[config.mk]
export PLATFORM = sky130hd
export DESIGN_NAME = base64_stream_encoder_top
export DESIGN_NICKNAME = d
export VERILOG_FILES = /design/src/hdl/b64e_pkg.sv /design/src/hdl/base64_stream_encoder_top.sv /design/src/hdl/b64e_front.sv /design/src/hdl/b64e_queue.sv /design/src/hdl/b64e_back.sv
export VERILOG_INCLUDE_DIRS = /design/src /design/src/hdl
export SDC_FILE = /design/constraint.sdc
export NUM_CORES = 1
export LEC_CHECK = 0
export BUFFER_PORTS_ARGS = -buffer_cell sky130_fd_sc_hd__buf_2
export CAP_MARGIN = 20
export CORE_ASPECT_RATIO = 0.9
export CORE_MARGIN = 2
export CORE_UTILIZATION = 44
export CTS_CLUSTER_DIAMETER = 30
export DETAILED_ROUTE_END_ITERATION = 10
export GPL_TIMING_DRIVEN = 1
export PLACE_DENSITY_LB_ADDON = 0.08
export SETUP_SLACK_MARGIN = 0.5
export SYNTH_ARGS = -nofsm -noshare
export SYNTH_HDL_FRONTEND = slang
export SYNTH_HIERARCHICAL = 1
export SYNTH_SLANG_ARGS = --single-unit
[constraint.sdc]
create_clock -name clk -period 5.2 [get_ports clk]
set_input_delay 0.26 -clock clk [delete_from_list [all_inputs] [get_ports clk]]
set_output_delay 0.26 -clock clk [all_outputs]
set_load 0.02 [all_outputs]
[src/hdl/base64_stream_encoder_top_defines.svh]
// Assertion macros for the Base64 stream encoder.
// B64E_ASSERT checks a property that is masked while reset is held.
// B64E_ASSERT_RST checks a property that must also hold through reset.
`ifndef BASE64_STREAM_ENCODER_TOP_DEFINES_SVH
`define BASE64_STREAM_ENCODER_TOP_DEFINES_SVH

`ifndef SYNTHESIS
`define B64E_ASSERT(lbl, prop) \
  lbl: assert property (@(posedge clk) disable iff (!rst_n) prop) \
    else $error("b64e assertion failed");
`define B64E_ASSERT_RST(lbl, prop) \
  lbl: assert property (@(posedge clk) prop) \
    else $error("b64e reset assertion failed");
`else
`define B64E_ASSERT(lbl, prop)
`define B64E_ASSERT_RST(lbl, prop)
`endif

`endif

[src/hdl/b64e_pkg.sv]
package b64e_pkg;

  // ASCII '=' used for padding
  localparam logic [6:0] PAD_CHAR = 7'h3D;

  // number of pad characters closing a group
  localparam logic [1:0] PAD_NONE = 2'd0;
  localparam logic [1:0] PAD_ONE  = 2'd1;
  localparam logic [1:0] PAD_TWO  = 2'd2;

  // character slot of the fourth output of a group
  localparam logic [1:0] LAST_SLOT = 2'd3;

  // one group of up to three bytes handed from front to back
  typedef struct packed {
    logic [23:0] group;
    logic [1:0]  pad_cnt;
    logic        msg_end;
  } grp_t;

  // queue status seen by front and back
  typedef struct packed {
    logic full;
    logic empty;
  } q_stat_t;

  // standard alphabet: A-Z, a-z, 0-9, '+', '/'
  function automatic logic [6:0] enc6(input logic [5:0] v);
    logic [6:0] v7;
    v7 = {1'b0, v};
    if (v < 6'd26) begin
      return v7 + 7'd65;
    end else if (v < 6'd52) begin
      return v7 + 7'd71;
    end else if (v < 6'd62) begin
      return v7 - 7'd4;
    end else if (v == 6'd62) begin
      return 7'd43;
    end else begin
      return 7'd47;
    end
  endfunction

endpackage

[src/hdl/base64_stream_encoder_top.sv]
// A group's closing beat is queued, then loaded into the current-group register, and
//   its first character then goes to the output register. One character per cycle
//   with out_ready high; four characters per group, so output limits byte streams.
// Input is taken every cycle while the group queue has room (QUEUE_DEPTH groups).
// Reset (rst_n low, synchronous): pending bytes, queue count and out_valid cleared.
`include "base64_stream_encoder_top_defines.svh"

module base64_stream_encoder_top #(
  parameter int QUEUE_DEPTH = 2
) (
  input  logic       clk,
  input  logic       rst_n,
  input  logic       in_valid,
  output logic       in_ready,
  input  logic [7:0] in_data_byte,
  input  logic       in_end_of_message,
  output logic       out_valid,
  input  logic       out_ready,
  output logic [6:0] out_symbol,
  output logic       out_run_last,
  output logic       out_message_last
);

  b64e_pkg::q_stat_t q_stat;
  b64e_pkg::grp_t    push_grp;
  b64e_pkg::grp_t    pop_grp;
  logic              push;
  logic              pop;

  // front: byte packing and group classification
  b64e_front u_front (
    .clk               (clk),
    .rst_n             (rst_n),
    .in_valid          (in_valid),
    .in_ready          (in_ready),
    .in_data_byte      (in_data_byte),
    .in_end_of_message (in_end_of_message),
    .q_stat            (q_stat),
    .push              (push),
    .push_grp          (push_grp)
  );

  // group queue between front and back
  b64e_queue #(
    .DEPTH (QUEUE_DEPTH)
  ) u_queue (
    .clk      (clk),
    .rst_n    (rst_n),
    .push     (push),
    .push_grp (push_grp),
    .pop      (pop),
    .pop_grp  (pop_grp),
    .q_stat   (q_stat)
  );

  // back: character generation and output register
  b64e_back u_back (
    .clk              (clk),
    .rst_n            (rst_n),
    .q_valid          (!q_stat.empty),
    .q_grp            (pop_grp),
    .pop              (pop),
    .out_valid        (out_valid),
    .out_ready        (out_ready),
    .out_symbol       (out_symbol),
    .out_run_last     (out_run_last),
    .out_message_last (out_message_last)
  );

  // checks
  `B64E_ASSERT(a_msg_last_ends_run, out_valid && out_message_last |-> out_run_last)
  `B64E_ASSERT(a_no_pop_empty, pop |-> !q_stat.empty)
  `B64E_ASSERT(a_q_full_not_empty, !(q_stat.full && q_stat.empty))
  `B64E_ASSERT_RST(a_reset_clears_out, !rst_n |=> !out_valid && q_stat.empty)

endmodule

[src/hdl/b64e_front.sv]
module b64e_front (
  input  logic              clk,
  input  logic              rst_n,
  input  logic              in_valid,
  output logic              in_ready,
  input  logic [7:0]        in_data_byte,
  input  logic              in_end_of_message,
  input  b64e_pkg::q_stat_t q_stat,
  output logic              push,
  output b64e_pkg::grp_t    push_grp
);

  logic [15:0] pend_r, pend_nxt;
  logic [1:0]  cnt_r, cnt_nxt;
  logic        acc;
  logic        emit;

  assign in_ready = !q_stat.full;
  assign acc      = in_valid && in_ready;

  // classify the beat: complete group, padded flush, or hold
  always_comb begin
    emit     = 1'b0;
    push_grp = '0;
    if (cnt_r[1]) begin
      emit             = 1'b1;
      push_grp.group   = {pend_r, in_data_byte};
      push_grp.pad_cnt = b64e_pkg::PAD_NONE;
      push_grp.msg_end = in_end_of_message;
    end else if (in_end_of_message) begin
      emit             = 1'b1;
      push_grp.msg_end = 1'b1;
      if (cnt_r == 2'd0) begin
        push_grp.group   = {in_data_byte, 16'h0000};
        push_grp.pad_cnt = b64e_pkg::PAD_TWO;
      end else begin
        push_grp.group   = {pend_r[15:8], in_data_byte, 8'h00};
        push_grp.pad_cnt = b64e_pkg::PAD_ONE;
      end
    end
  end

  assign push = acc && emit;

  // pending byte store
  always_comb begin
    pend_nxt = pend_r;
    cnt_nxt  = cnt_r;
    if (acc) begin
      if (emit) begin
        pend_nxt = '0;
        cnt_nxt  = '0;
      end else begin
        if (cnt_r == 2'd0) begin
          pend_nxt = {in_data_byte, 8'h00};
        end else begin
          pend_nxt = {pend_r[15:8], in_data_byte};
        end
        cnt_nxt = cnt_r + 2'd1;
      end
    end
  end

  always_ff @(posedge clk) begin
    if (!rst_n) begin
      pend_r <= '0;
      cnt_r  <= '0;
    end else begin
      pend_r <= pend_nxt;
      cnt_r  <= cnt_nxt;
    end
  end

endmodule

[src/hdl/b64e_queue.sv]
module b64e_queue #(
  parameter int DEPTH = 2
) (
  input  logic              clk,
  input  logic              rst_n,
  input  logic              push,
  input  b64e_pkg::grp_t    push_grp,
  input  logic              pop,
  output b64e_pkg::grp_t    pop_grp,
  output b64e_pkg::q_stat_t q_stat
);

  localparam int PTR_W = $clog2(DEPTH);
  localparam int CNT_W = $clog2(DEPTH + 1);

  b64e_pkg::grp_t mem_r [DEPTH];

  logic [PTR_W-1:0] wr_ptr_r, wr_ptr_nxt;
  logic [PTR_W-1:0] rd_ptr_r, rd_ptr_nxt;
  logic [CNT_W-1:0] cnt_r, cnt_nxt;

  assign q_stat.full  = (cnt_r == CNT_W'(DEPTH));
  assign q_stat.empty = (cnt_r == '0);
  assign pop_grp      = mem_r[rd_ptr_r];

  // pointer wrap and fill count
  always_comb begin
    wr_ptr_nxt = wr_ptr_r;
    rd_ptr_nxt = rd_ptr_r;
    cnt_nxt    = cnt_r;
    if (push) begin
      wr_ptr_nxt = (wr_ptr_r == PTR_W'(DEPTH - 1)) ? '0 : wr_ptr_r + PTR_W'(1);
    end
    if (pop) begin
      rd_ptr_nxt = (rd_ptr_r == PTR_W'(DEPTH - 1)) ? '0 : rd_ptr_r + PTR_W'(1);
    end
    if (push && !pop) begin
      cnt_nxt = cnt_r + CNT_W'(1);
    end else if (pop && !push) begin
      cnt_nxt = cnt_r - CNT_W'(1);
    end
  end

  always_ff @(posedge clk) begin
    if (!rst_n) begin
      wr_ptr_r <= '0;
      rd_ptr_r <= '0;
      cnt_r    <= '0;
    end else begin
      wr_ptr_r <= wr_ptr_nxt;
      rd_ptr_r <= rd_ptr_nxt;
      cnt_r    <= cnt_nxt;
    end
  end

  // entry storage
  always_ff @(posedge clk) begin
    if (push) begin
      mem_r[wr_ptr_r] <= push_grp;
    end
  end

endmodule

[src/hdl/b64e_back.sv]
module b64e_back (
  input  logic           clk,
  input  logic           rst_n,
  input  logic           q_valid,
  input  b64e_pkg::grp_t q_grp,
  output logic           pop,
  output logic           out_valid,
  input  logic           out_ready,
  output logic [6:0]     out_symbol,
  output logic           out_run_last,
  output logic           out_message_last
);

  b64e_pkg::grp_t cur_r, cur_nxt;
  logic           busy_r, busy_nxt;
  logic [1:0]     idx_r, idx_nxt;
  logic           out_valid_r, out_valid_nxt;
  logic [6:0]     sym_r;
  logic           rl_r;
  logic           ml_r;
  logic           adv;
  logic [6:0]     sym_c;
  logic           last_c;

  assign adv = !out_valid_r || out_ready;

  // character for the current slot
  always_comb begin
    case (idx_r)
      2'd0: sym_c = b64e_pkg::enc6(cur_r.group[23:18]);
      2'd1: sym_c = b64e_pkg::enc6(cur_r.group[17:12]);
      2'd2: sym_c = (cur_r.pad_cnt == b64e_pkg::PAD_TWO) ? b64e_pkg::PAD_CHAR
                                                         : b64e_pkg::enc6(cur_r.group[11:6]);
      default: sym_c = (cur_r.pad_cnt != b64e_pkg::PAD_NONE) ? b64e_pkg::PAD_CHAR
                                                             : b64e_pkg::enc6(cur_r.group[5:0]);
    endcase
  end

  assign last_c = (idx_r == b64e_pkg::LAST_SLOT);

  // group sequencer: load from queue when idle or on the last slot
  always_comb begin
    cur_nxt       = cur_r;
    busy_nxt      = busy_r;
    idx_nxt       = idx_r;
    out_valid_nxt = out_valid_r;
    pop           = 1'b0;
    if (!busy_r) begin
      pop      = q_valid;
      busy_nxt = q_valid;
      cur_nxt  = q_grp;
      idx_nxt  = '0;
    end
    if (adv) begin
      out_valid_nxt = busy_r;
      if (busy_r) begin
        if (last_c) begin
          pop      = q_valid;
          busy_nxt = q_valid;
          cur_nxt  = q_grp;
          idx_nxt  = '0;
        end else begin
          idx_nxt = idx_r + 2'd1;
        end
      end
    end
  end

  always_ff @(posedge clk) begin
    if (!rst_n) begin
      busy_r      <= 1'b0;
      idx_r       <= '0;
      out_valid_r <= 1'b0;
    end else begin
      busy_r      <= busy_nxt;
      idx_r       <= idx_nxt;
      out_valid_r <= out_valid_nxt;
    end
  end

  // payload registers
  always_ff @(posedge clk) begin
    cur_r <= cur_nxt;
    if (adv && busy_r) begin
      sym_r <= sym_c;
      rl_r  <= last_c;
      ml_r  <= last_c && cur_r.msg_end;
    end
  end

  assign out_valid        = out_valid_r;
  assign out_symbol       = sym_r;
  assign out_run_last     = rl_r;
  assign out_message_last = ml_r;

endmodule

# Word level (Yosys, flattened, before mapping)
# Memories as Yosys holds them, arrays and structs flattened. A register that Yosys moved wholly into a read port is not among the register bits.
# Index checks and enable logic that the tools add are counted.
[totals]
output_inout_bits = 11
memories = 1
ramBits = 54
register_bits = 62
inputBits = 13
[op_classes]
eq_ne = 9
order_cmp = 12
n_mux = 51
addsub = 18
n_reduce_logical = 19
[memory_table]
columns = ["name", "words", "word_bits", "rd", "rd_ports_with_merged_regs", "wr", "line", "source"]
rows = [
  ["u_queue.mem_r", 2, 27, 1, 1, 1, "b64e_queue.sv:16", "b64e_pkg::grp_t mem_r [DEPTH];"],
]
[op_table]
columns = ["operator", "n"]
rows = [
  ["27-bit two-way mux", 6],
  ["7-bit two-way mux", 14],
  ["6-bit by 7-bit adder with 7-bit output, second input constant", 8],
  ["6-bit < comparator, second input constant", 8],
  ["16-bit two-way mux", 2],
  ["6-bit by 3-bit subtractor with 7-bit output, second input constant", 4],
  ["26-bit two-way mux", 1],
  ["6-bit == test, second input constant", 4],
  ["6-bit by 5-bit < comparator with 1-bit output, second input constant", 4],
  ["7-bit case mux with 3 select lines", 1],
  ["1-bit two-way mux", 16],
  ["2-bit two-way mux", 7],
  ["3-bit two-way mux", 4],
  ["2-bit == test, second input constant", 4],
  ["2-bit by 1-bit adder with 2-bit output, second input constant", 3],
  ["1-bit logical AND", 6],
  ["2-bit zero test", 3],
  ["2-bit nonzero test", 3],
  ["1-bit zero test", 5],
  ["1-bit adder, second input constant", 2],
  ["2-bit by 1-bit == test with 1-bit output, second input constant", 1],
  ["2-bit AND reduction", 1],
  ["2-bit by 1-bit subtractor with 2-bit output, second input constant", 1],
  ["1-bit logical OR", 1],
]

# Depth between registers and ports, before layout
[logic_depth]
ltp_word = 9
depth_mapped = 10
depth_no_buf = 9

# By module
# Netlist, hierarchy kept.
[modules_own_cells]
columns = ["module", "n_inst", "cells_per_inst", "seq_area_each_um2", "area_each_um2"]
rows = [
  ["b64e_back", 1, 369, 890.9, 2942.8],
  ["b64e_queue", 1, 106, 1721.7, 2164.6],
  ["b64e_front", 1, 124, 360.3, 1033.5],
  ["base64_stream_encoder_top", 1, 1, 0.0, 3.8],
]

# Worst setup path after synthesis
# No wires, ideal clock.
[synth_path]
kind = "reg-to-reg"
startpoint = "register u_queue.cnt_r[0]"
endpoint = "memory u_queue/mem_r[0][0] (netlist bit) (enable)"
path_slack_ns = 2.226
n_path_buf = 2
synth_period_minus_slack_ns = 2.974
path_stages_with_launch = 7
setup_time_ns = 0.415
arrival_time_ns = 2.559
cell_sequence = "dfxtp_1 and2b_2 nand2b_1 buf_2 buf_2 nor2_1 nor2b_1"
[synth_lines]
columns = ["element", "line", "source"]
rows = [
  ["from (decl)", "b64e_queue.sv:20", "logic [CNT_W-1:0] cnt_r, cnt_nxt;"],
  ["from (signal assigned)", "b64e_queue.sv:52", "cnt_r <= cnt_nxt;"],
  ["to (decl)", "b64e_queue.sv:16", ""],
]

# Worst setup path in the final report
[layout_path]
startpoint = "register u_back.idx_r[0]"
endpoint = "register u_queue.cnt_r[1]"
[layout_between]
elab_chain_len = 7
elab_cells_between_ends = 9
[layout_rtl]
columns = ["element", "line", "source"]
rows = [
  ["from (decl)", "b64e_back.sv:16", "logic [1:0] idx_r, idx_nxt;"],
  ["from (signal assigned)", "b64e_back.sv:76", "idx_r <= idx_nxt;"],
  ["2-bit == test (*)", "b64e_back.sv:39", "assign last_c = (idx_r == b64e_pkg::LAST_SLOT);"],
  ["named net u_back.last_c", "b64e_back.sv:23", "logic last_c;"],
  ["1-bit two-way mux (*)", "b64e_back.sv:57", "if (last_c) begin"],
  ["1-bit two-way mux (*)", "b64e_back.sv:56", "if (busy_r) begin"],
  ["1-bit two-way mux (*)", "b64e_back.sv:54", "if (adv) begin"],
  ["named net pop", "base64_stream_encoder_top.sv:28", "logic pop;"],
  ["1-bit zero test", "b64e_queue.sv:37", "if (push && !pop) begin"],
  ["1-bit logical AND", "b64e_queue.sv:37", ""],
  ["2-bit two-way mux / 2-bit nonzero test (equally long branches)", "-", ""],
]
# Mark *: on every way through the listed nets, which the timed path passes. The rest lies on a longest branch.
# A chain may end at the register's enable or synchronous reset.

==> impl_table.tex <==
\begin{tabular}{lr}
\hline
Metric & Value \\
\hline
\multicolumn{2}{l}{\textbf{Final layout}} \\
\quad Signed area change from the synthesized netlist to the final layout & 12.6\% \\
\quad Register cell area after layout & about 0.003 mm\^{}2 \\
\quad FILL cells & $\sim$1300 \\
\quad Utilization of the core after routing & 0.512 \\
\quad Number of nets in the final layout & between 600 and 700 \\
\quad Area occupied by multi-input gates & $\sim$0.0029 mm\^{}2 \\
\quad N\_diodes & 0 \\
\quad Share of layout cells above drive strength 1 & 0.167 \\
\multicolumn{2}{l}{\textbf{Logic synthesis}} \\
\quad Main flop type after synthesis & sky130\_fd\_sc\_hd\_\_edfxtp\_1 \\
\quad Count of state elements after synthesis & $\sim$120 \\
\quad Post-synth top area share & 0.308 \\
\quad Distinct cell type count of the synthesized netlist & 62 \\
\quad Fraction of registers with async set or reset after synthesis & 0 \\
\quad Number of enable flip-flop cells after synthesis & 63 \\
\quad Area leader, netlist & sky130\_fd\_sc\_hd\_\_edfxtp\_1 \\
\quad Post-synthesis average cell area & 10.2 um\^{}2 \\
\quad Combined area of all synthesized cells & 0.00614 mm\^{}2 \\
\quad Ranking of synthesized cells by area & sky130\_fd\_sc\_hd\_\_edfxtp\_1 31\%, sky130\_fd\_sc\_hd\_\_dfxtp\_1 18\%, sky130\_fd\_sc\_hd\_\_mux2\_2 6.8\% \\
\quad Sequential-to-total area share from yosys stat & 0.484 \\
\quad Synth Net Count & 640 \\
\quad Gate count after technology mapping & 600 \\
\quad Yosys warns & 6 \\
\multicolumn{2}{l}{\textbf{Clock network}} \\
\quad TritonCTS clock tree & done \\
\quad Number of cells upsized or downsized after cts & 0 \\
\quad Number of clock sinks seen by CTS & $\sim$120 \\
\quad Num CTS Buffers & 17 \\
\quad Hold-fix buffers, CTS & 0 \\
\quad Max Root-Sink Buffers & 2 \\
\quad Clock insertion delay at the later pin of the skew report & around 0.4 ns \\
\quad Clk root buf & sky130\_fd\_sc\_hd\_\_clkbuf\_16 \\
\quad Count of H-tree levels built during CTS & 4 \\
\quad Clock-pin slew of the registers on the worst-case setup and hold paths & about 0.060 ns \\
\quad Number of setup buffers added after CTS & 0 \\
\multicolumn{2}{l}{\textbf{Floorplanning}} \\
\quad Initial core utilization & 0.455 \\
\quad IO Pins & 24 \\
\quad Number of placement rows & 40 \\
\quad Height of the die & 116 um \\
\quad Die Width & $\sim$130 um \\
\quad Die area & $\sim$0.015 mm\^{}2 \\
\quad Total core area & roughly 0.014 mm\^{}2 \\
\multicolumn{2}{l}{\textbf{Timing}} \\
\quad Achievable Freq & between 300 and 400 MHz \\
\quad Final-report max-slew violation count & 0 \\
\quad Period utilisation layout & 0.524 \\
\quad Setup repair after global routing missed its margin & no \\
\quad Relative slew slack & 0.447 \\
\quad Clock tree skew after final layout & about 0.011 ns \\
\quad Total Negative Setup Slacks & 0 ns \\
\quad Number of hold violations in the final report & 0 \\
\quad Final critical-path required period & approximately 2.7 ns \\
\quad Slew at the pin closest to its max-slew limit & 0.829 ns \\
\quad Total of endpoints with negative setup slack in the final report & 0 \\
\quad Tightest hold margin & approximately 0.18 ns \\
\multicolumn{2}{l}{\textbf{Run status}} \\
\quad Status & finished clean \\
\multicolumn{2}{l}{\textbf{Global routing}} \\
\quad Most used routing layer & met1 \\
\quad Maximum number of pins on one net before global-route repair & 47 \\
\quad Overflow left after global routing & 0 \\
\quad Overall routing resource usage & 0.196 \\
\quad Met1 usage & 0.288 \\
\quad Initial antenna violation count & 0 \\
\quad Met2 Use GR & 0.284 \\
\quad First-pass GRT wire length & about 22 mm \\
\quad Number of global-route vias before repair & roughly 4100 \\
\quad Met3 track demand over resource in global routing & 0.0458 \\
\multicolumn{2}{l}{\textbf{Worst hold path}} \\
\quad Worst min-delay path class & primary input to flip-flop \\
\multicolumn{2}{l}{\textbf{Routing}} \\
\quad Post-route DRC violation count & 0 \\
\quad Violation count after the first detailed-routing iteration & between 400 and 500 \\
\quad Count of TritonRoute iterations in the first routing pass & 5 \\
\quad Post-detailed-route count of antenna-violating nets & 0 \\
\quad Via density & 5.63 \\
\quad Total vias in the final route & roughly 4500 \\
\quad Post-DR wirelength/cell & 17.0 um \\
\quad Total Wirelength & 13.5 mm \\
\multicolumn{2}{l}{\textbf{Pwr}} \\
\quad Areal power density over the cells & 595 mW/mm\^{}2 \\
\quad Leakage power of the design & around 2.6 nW \\
\quad VDD IR-drop max & 0.000238 V \\
\multicolumn{2}{l}{\textbf{Setup path}} \\
\quad Type of origin of the critical path & flip-flop \\
\quad Req. time, crit path & around 5.5 ns \\
\quad Kind of end point of the critical path & flip-flop \\
\quad Max Fanout on Critical Path & 46 \\
\quad Crit Path Category & flip-flop to flip-flop \\
\quad Data arrival time of the critical path & $\sim$3 ns \\
\multicolumn{2}{l}{\textbf{Job}} \\
\quad Max cap viols & 0 \\
\multicolumn{2}{l}{\textbf{Placement}} \\
\quad Half-perimeter wire length after detailed placement & about 9.4 mm \\
\quad Number of I/O port buffers & 23 \\
\quad GP Congestion & between 0.8 and 0.9 \\
\hline
\end{tabular}
cells in the mapped netlist, types with 2 or more instances:
cell,n
sky130_fd_sc_hd__xor2_1,7
sky130_fd_sc_hd__nor3_1,10
sky130_fd_sc_hd__o2111ai_1,2
sky130_fd_sc_hd__buf_2,12
sky130_fd_sc_hd__edfxtp_1,63
sky130_fd_sc_hd__buf_6,2
sky130_fd_sc_hd__a21boi_1,9
sky130_fd_sc_hd__o22ai_1,6
sky130_fd_sc_hd__a21oi_1,29
sky130_fd_sc_hd__a21boi_0,10
sky130_fd_sc_hd__o21a_1,2
sky130_fd_sc_hd__nand2b_1,4
sky130_fd_sc_hd__mux2i_1,2
sky130_fd_sc_hd__a221oi_1,2
sky130_fd_sc_hd__o21ai_0,39
sky130_fd_sc_hd__ha_1,27
sky130_fd_sc_hd__and3_1,4
sky130_fd_sc_hd__o211ai_1,4
sky130_fd_sc_hd__and2_1,17
sky130_fd_sc_hd__nand2_1,67
sky130_fd_sc_hd__nor2_1,16
sky130_fd_sc_hd__o221ai_1,3
sky130_fd_sc_hd__nand3_1,23
sky130_fd_sc_hd__a211o_1,2
sky130_fd_sc_hd__a21o_1,8
sky130_fd_sc_hd__and3b_1,2
sky130_fd_sc_hd__o31ai_1,3
sky130_fd_sc_hd__nor3b_1,2
sky130_fd_sc_hd__xnor2_1,9
sky130_fd_sc_hd__buf_4,3
sky130_fd_sc_hd__a22o_1,15
sky130_fd_sc_hd__a31oi_1,8
sky130_fd_sc_hd__inv_1,33
sky130_fd_sc_hd__clkbuf_1,14
sky130_fd_sc_hd__mux2_2,37
sky130_fd_sc_hd__nor4_1,2
sky130_fd_sc_hd__nor2b_1,8
sky130_fd_sc_hd__a211oi_1,12
sky130_fd_sc_hd__dfxtp_1,54
sky130_fd_sc_hd__nor3_2,2
sky130_fd_sc_hd__nand4_1,3
sky130_fd_sc_hd__or2_2,3
through the flow:
stage / total power, W / instance area (um^2) / worst slack (ns) / instances
CTS: 0.00412 / 6920 / 2.45 / 796
global route: 0.00442 / 6920 / 2.19 / 796
floorplan: 0.00264 / 6140 / 2.23 / 600
detailed placement: 0.00298 / 6340 / 2.48 / 764
global placement: 0.00297 / 6340 / 2.57 / 764
finish: 0.00412 / 6920 / 2.48 / 796
worst max-delay path, stage by stage (launching register included):
cell                       delay, ns
sky130_fd_sc_hd__dfxtp_1        0.41
sky130_fd_sc_hd__ha_1           0.55
sky130_fd_sc_hd__nand2_1        0.13
sky130_fd_sc_hd__nand2_1        0.10
sky130_fd_sc_hd__buf_4          0.37
sky130_fd_sc_hd__and2_1         0.24
sky130_fd_sc_hd__inv_1          0.06
sky130_fd_sc_hd__ha_1           0.31
sky130_fd_sc_hd__or3_1          0.36
sky130_fd_sc_hd__a21boi_1       0.13
layout make-up:
cell class,count,area share
flip-flops and latches,117,0.430
multi-input cells,418,0.417
clock buffers,20,0.0645
well taps,168,0.0304
repair buffers,27,0.0210
clock inverters,12,0.0186
inverters,34,0.0184
cells by family after synthesis:
family / synth area share
and+or+nand+nor: 0.139
AOI/OAI and AO/OA: 0.182
DFF: 0.484
buffers and inverters: 0.0464
muxes: 0.0711
adders and majority gates: 0.0550
xor gates and xnor gates: 0.0228
cells in the final DEF, fill, tap and decap left out, types with 4 or more instances in the layout:
cell type	count
sky130_fd_sc_hd__a22o_1	15
sky130_fd_sc_hd__a211oi_1	12
sky130_fd_sc_hd__a21o_1	8
sky130_fd_sc_hd__a21oi_1	29
sky130_fd_sc_hd__buf_4	4
sky130_fd_sc_hd__buf_2	23
sky130_fd_sc_hd__o211ai_1	4
sky130_fd_sc_hd__nand2_1	67
sky130_fd_sc_hd__and2_1	17
sky130_fd_sc_hd__nor2b_1	7
sky130_fd_sc_hd__nand3_1	23
sky130_fd_sc_hd__a31oi_1	8
sky130_fd_sc_hd__inv_1	33
sky130_fd_sc_hd__nor3_1	10
sky130_fd_sc_hd__o21ai_0	39
sky130_fd_sc_hd__xnor2_1	9
sky130_fd_sc_hd__clkbuf_16	17
sky130_fd_sc_hd__a21boi_0	10
sky130_fd_sc_hd__a21boi_1	9
sky130_fd_sc_hd__mux2_2	37
sky130_fd_sc_hd__nor2_1	16
sky130_fd_sc_hd__xor2_1	7
sky130_fd_sc_hd__nand2b_1	4
sky130_fd_sc_hd__and3_1	4
sky130_fd_sc_hd__edfxtp_1	63
sky130_fd_sc_hd__o22ai_1	6
sky130_fd_sc_hd__dfxtp_1	54
sky130_fd_sc_hd__ha_1	27
state kept, by name (all words and copies together), names as in the netlist, 2 cells and up, named ones only:
register and count:
u_back/cur_r 27, u_queue/cnt_r 2, u_queue/mem_r 54, u_front/cnt_r 2
u_front/pend_r 16, u_back/out_symbol 7, u_back/idx_r 2
path summary, 6_finish.rpt:
check | from | end | slack [ns] | depth (start not counted)
hold reg to reg | u_front/pend_r[5] | u_front/pend_r[5] | 0.46 | 2
setup / recovery | u_back/idx_r[0] | u_queue/cnt_r[1] | 2.48 | 9
setup reg to reg | u_back/idx_r[0] | u_queue/cnt_r[1] | 2.48 | 9
hold / removal | in_data_byte[5] | u_front/pend_r[5] | 0.18 | 3
report_power, final:
part | internal (W) | total, W | switching, W
Clock | 0.000717 | 0.00113 | 0.000411
Sequential | 0.00120 | 0.00146 | 0.000258
Combinational | 0.000659 | 0.00153 | 0.000870
layer usage:
metal / routed length [um] / part of all wire / vias to the layer above
met5: 0 / 0 / -
met1: 6810 / 0.50 / 2107
met2: 6000 / 0.44 / 131
li1: - / - / 2231
met4: 142 / 0.010 / 0
met3: 584 / 0.043 / 12
(Power assumes the default switching activity.)
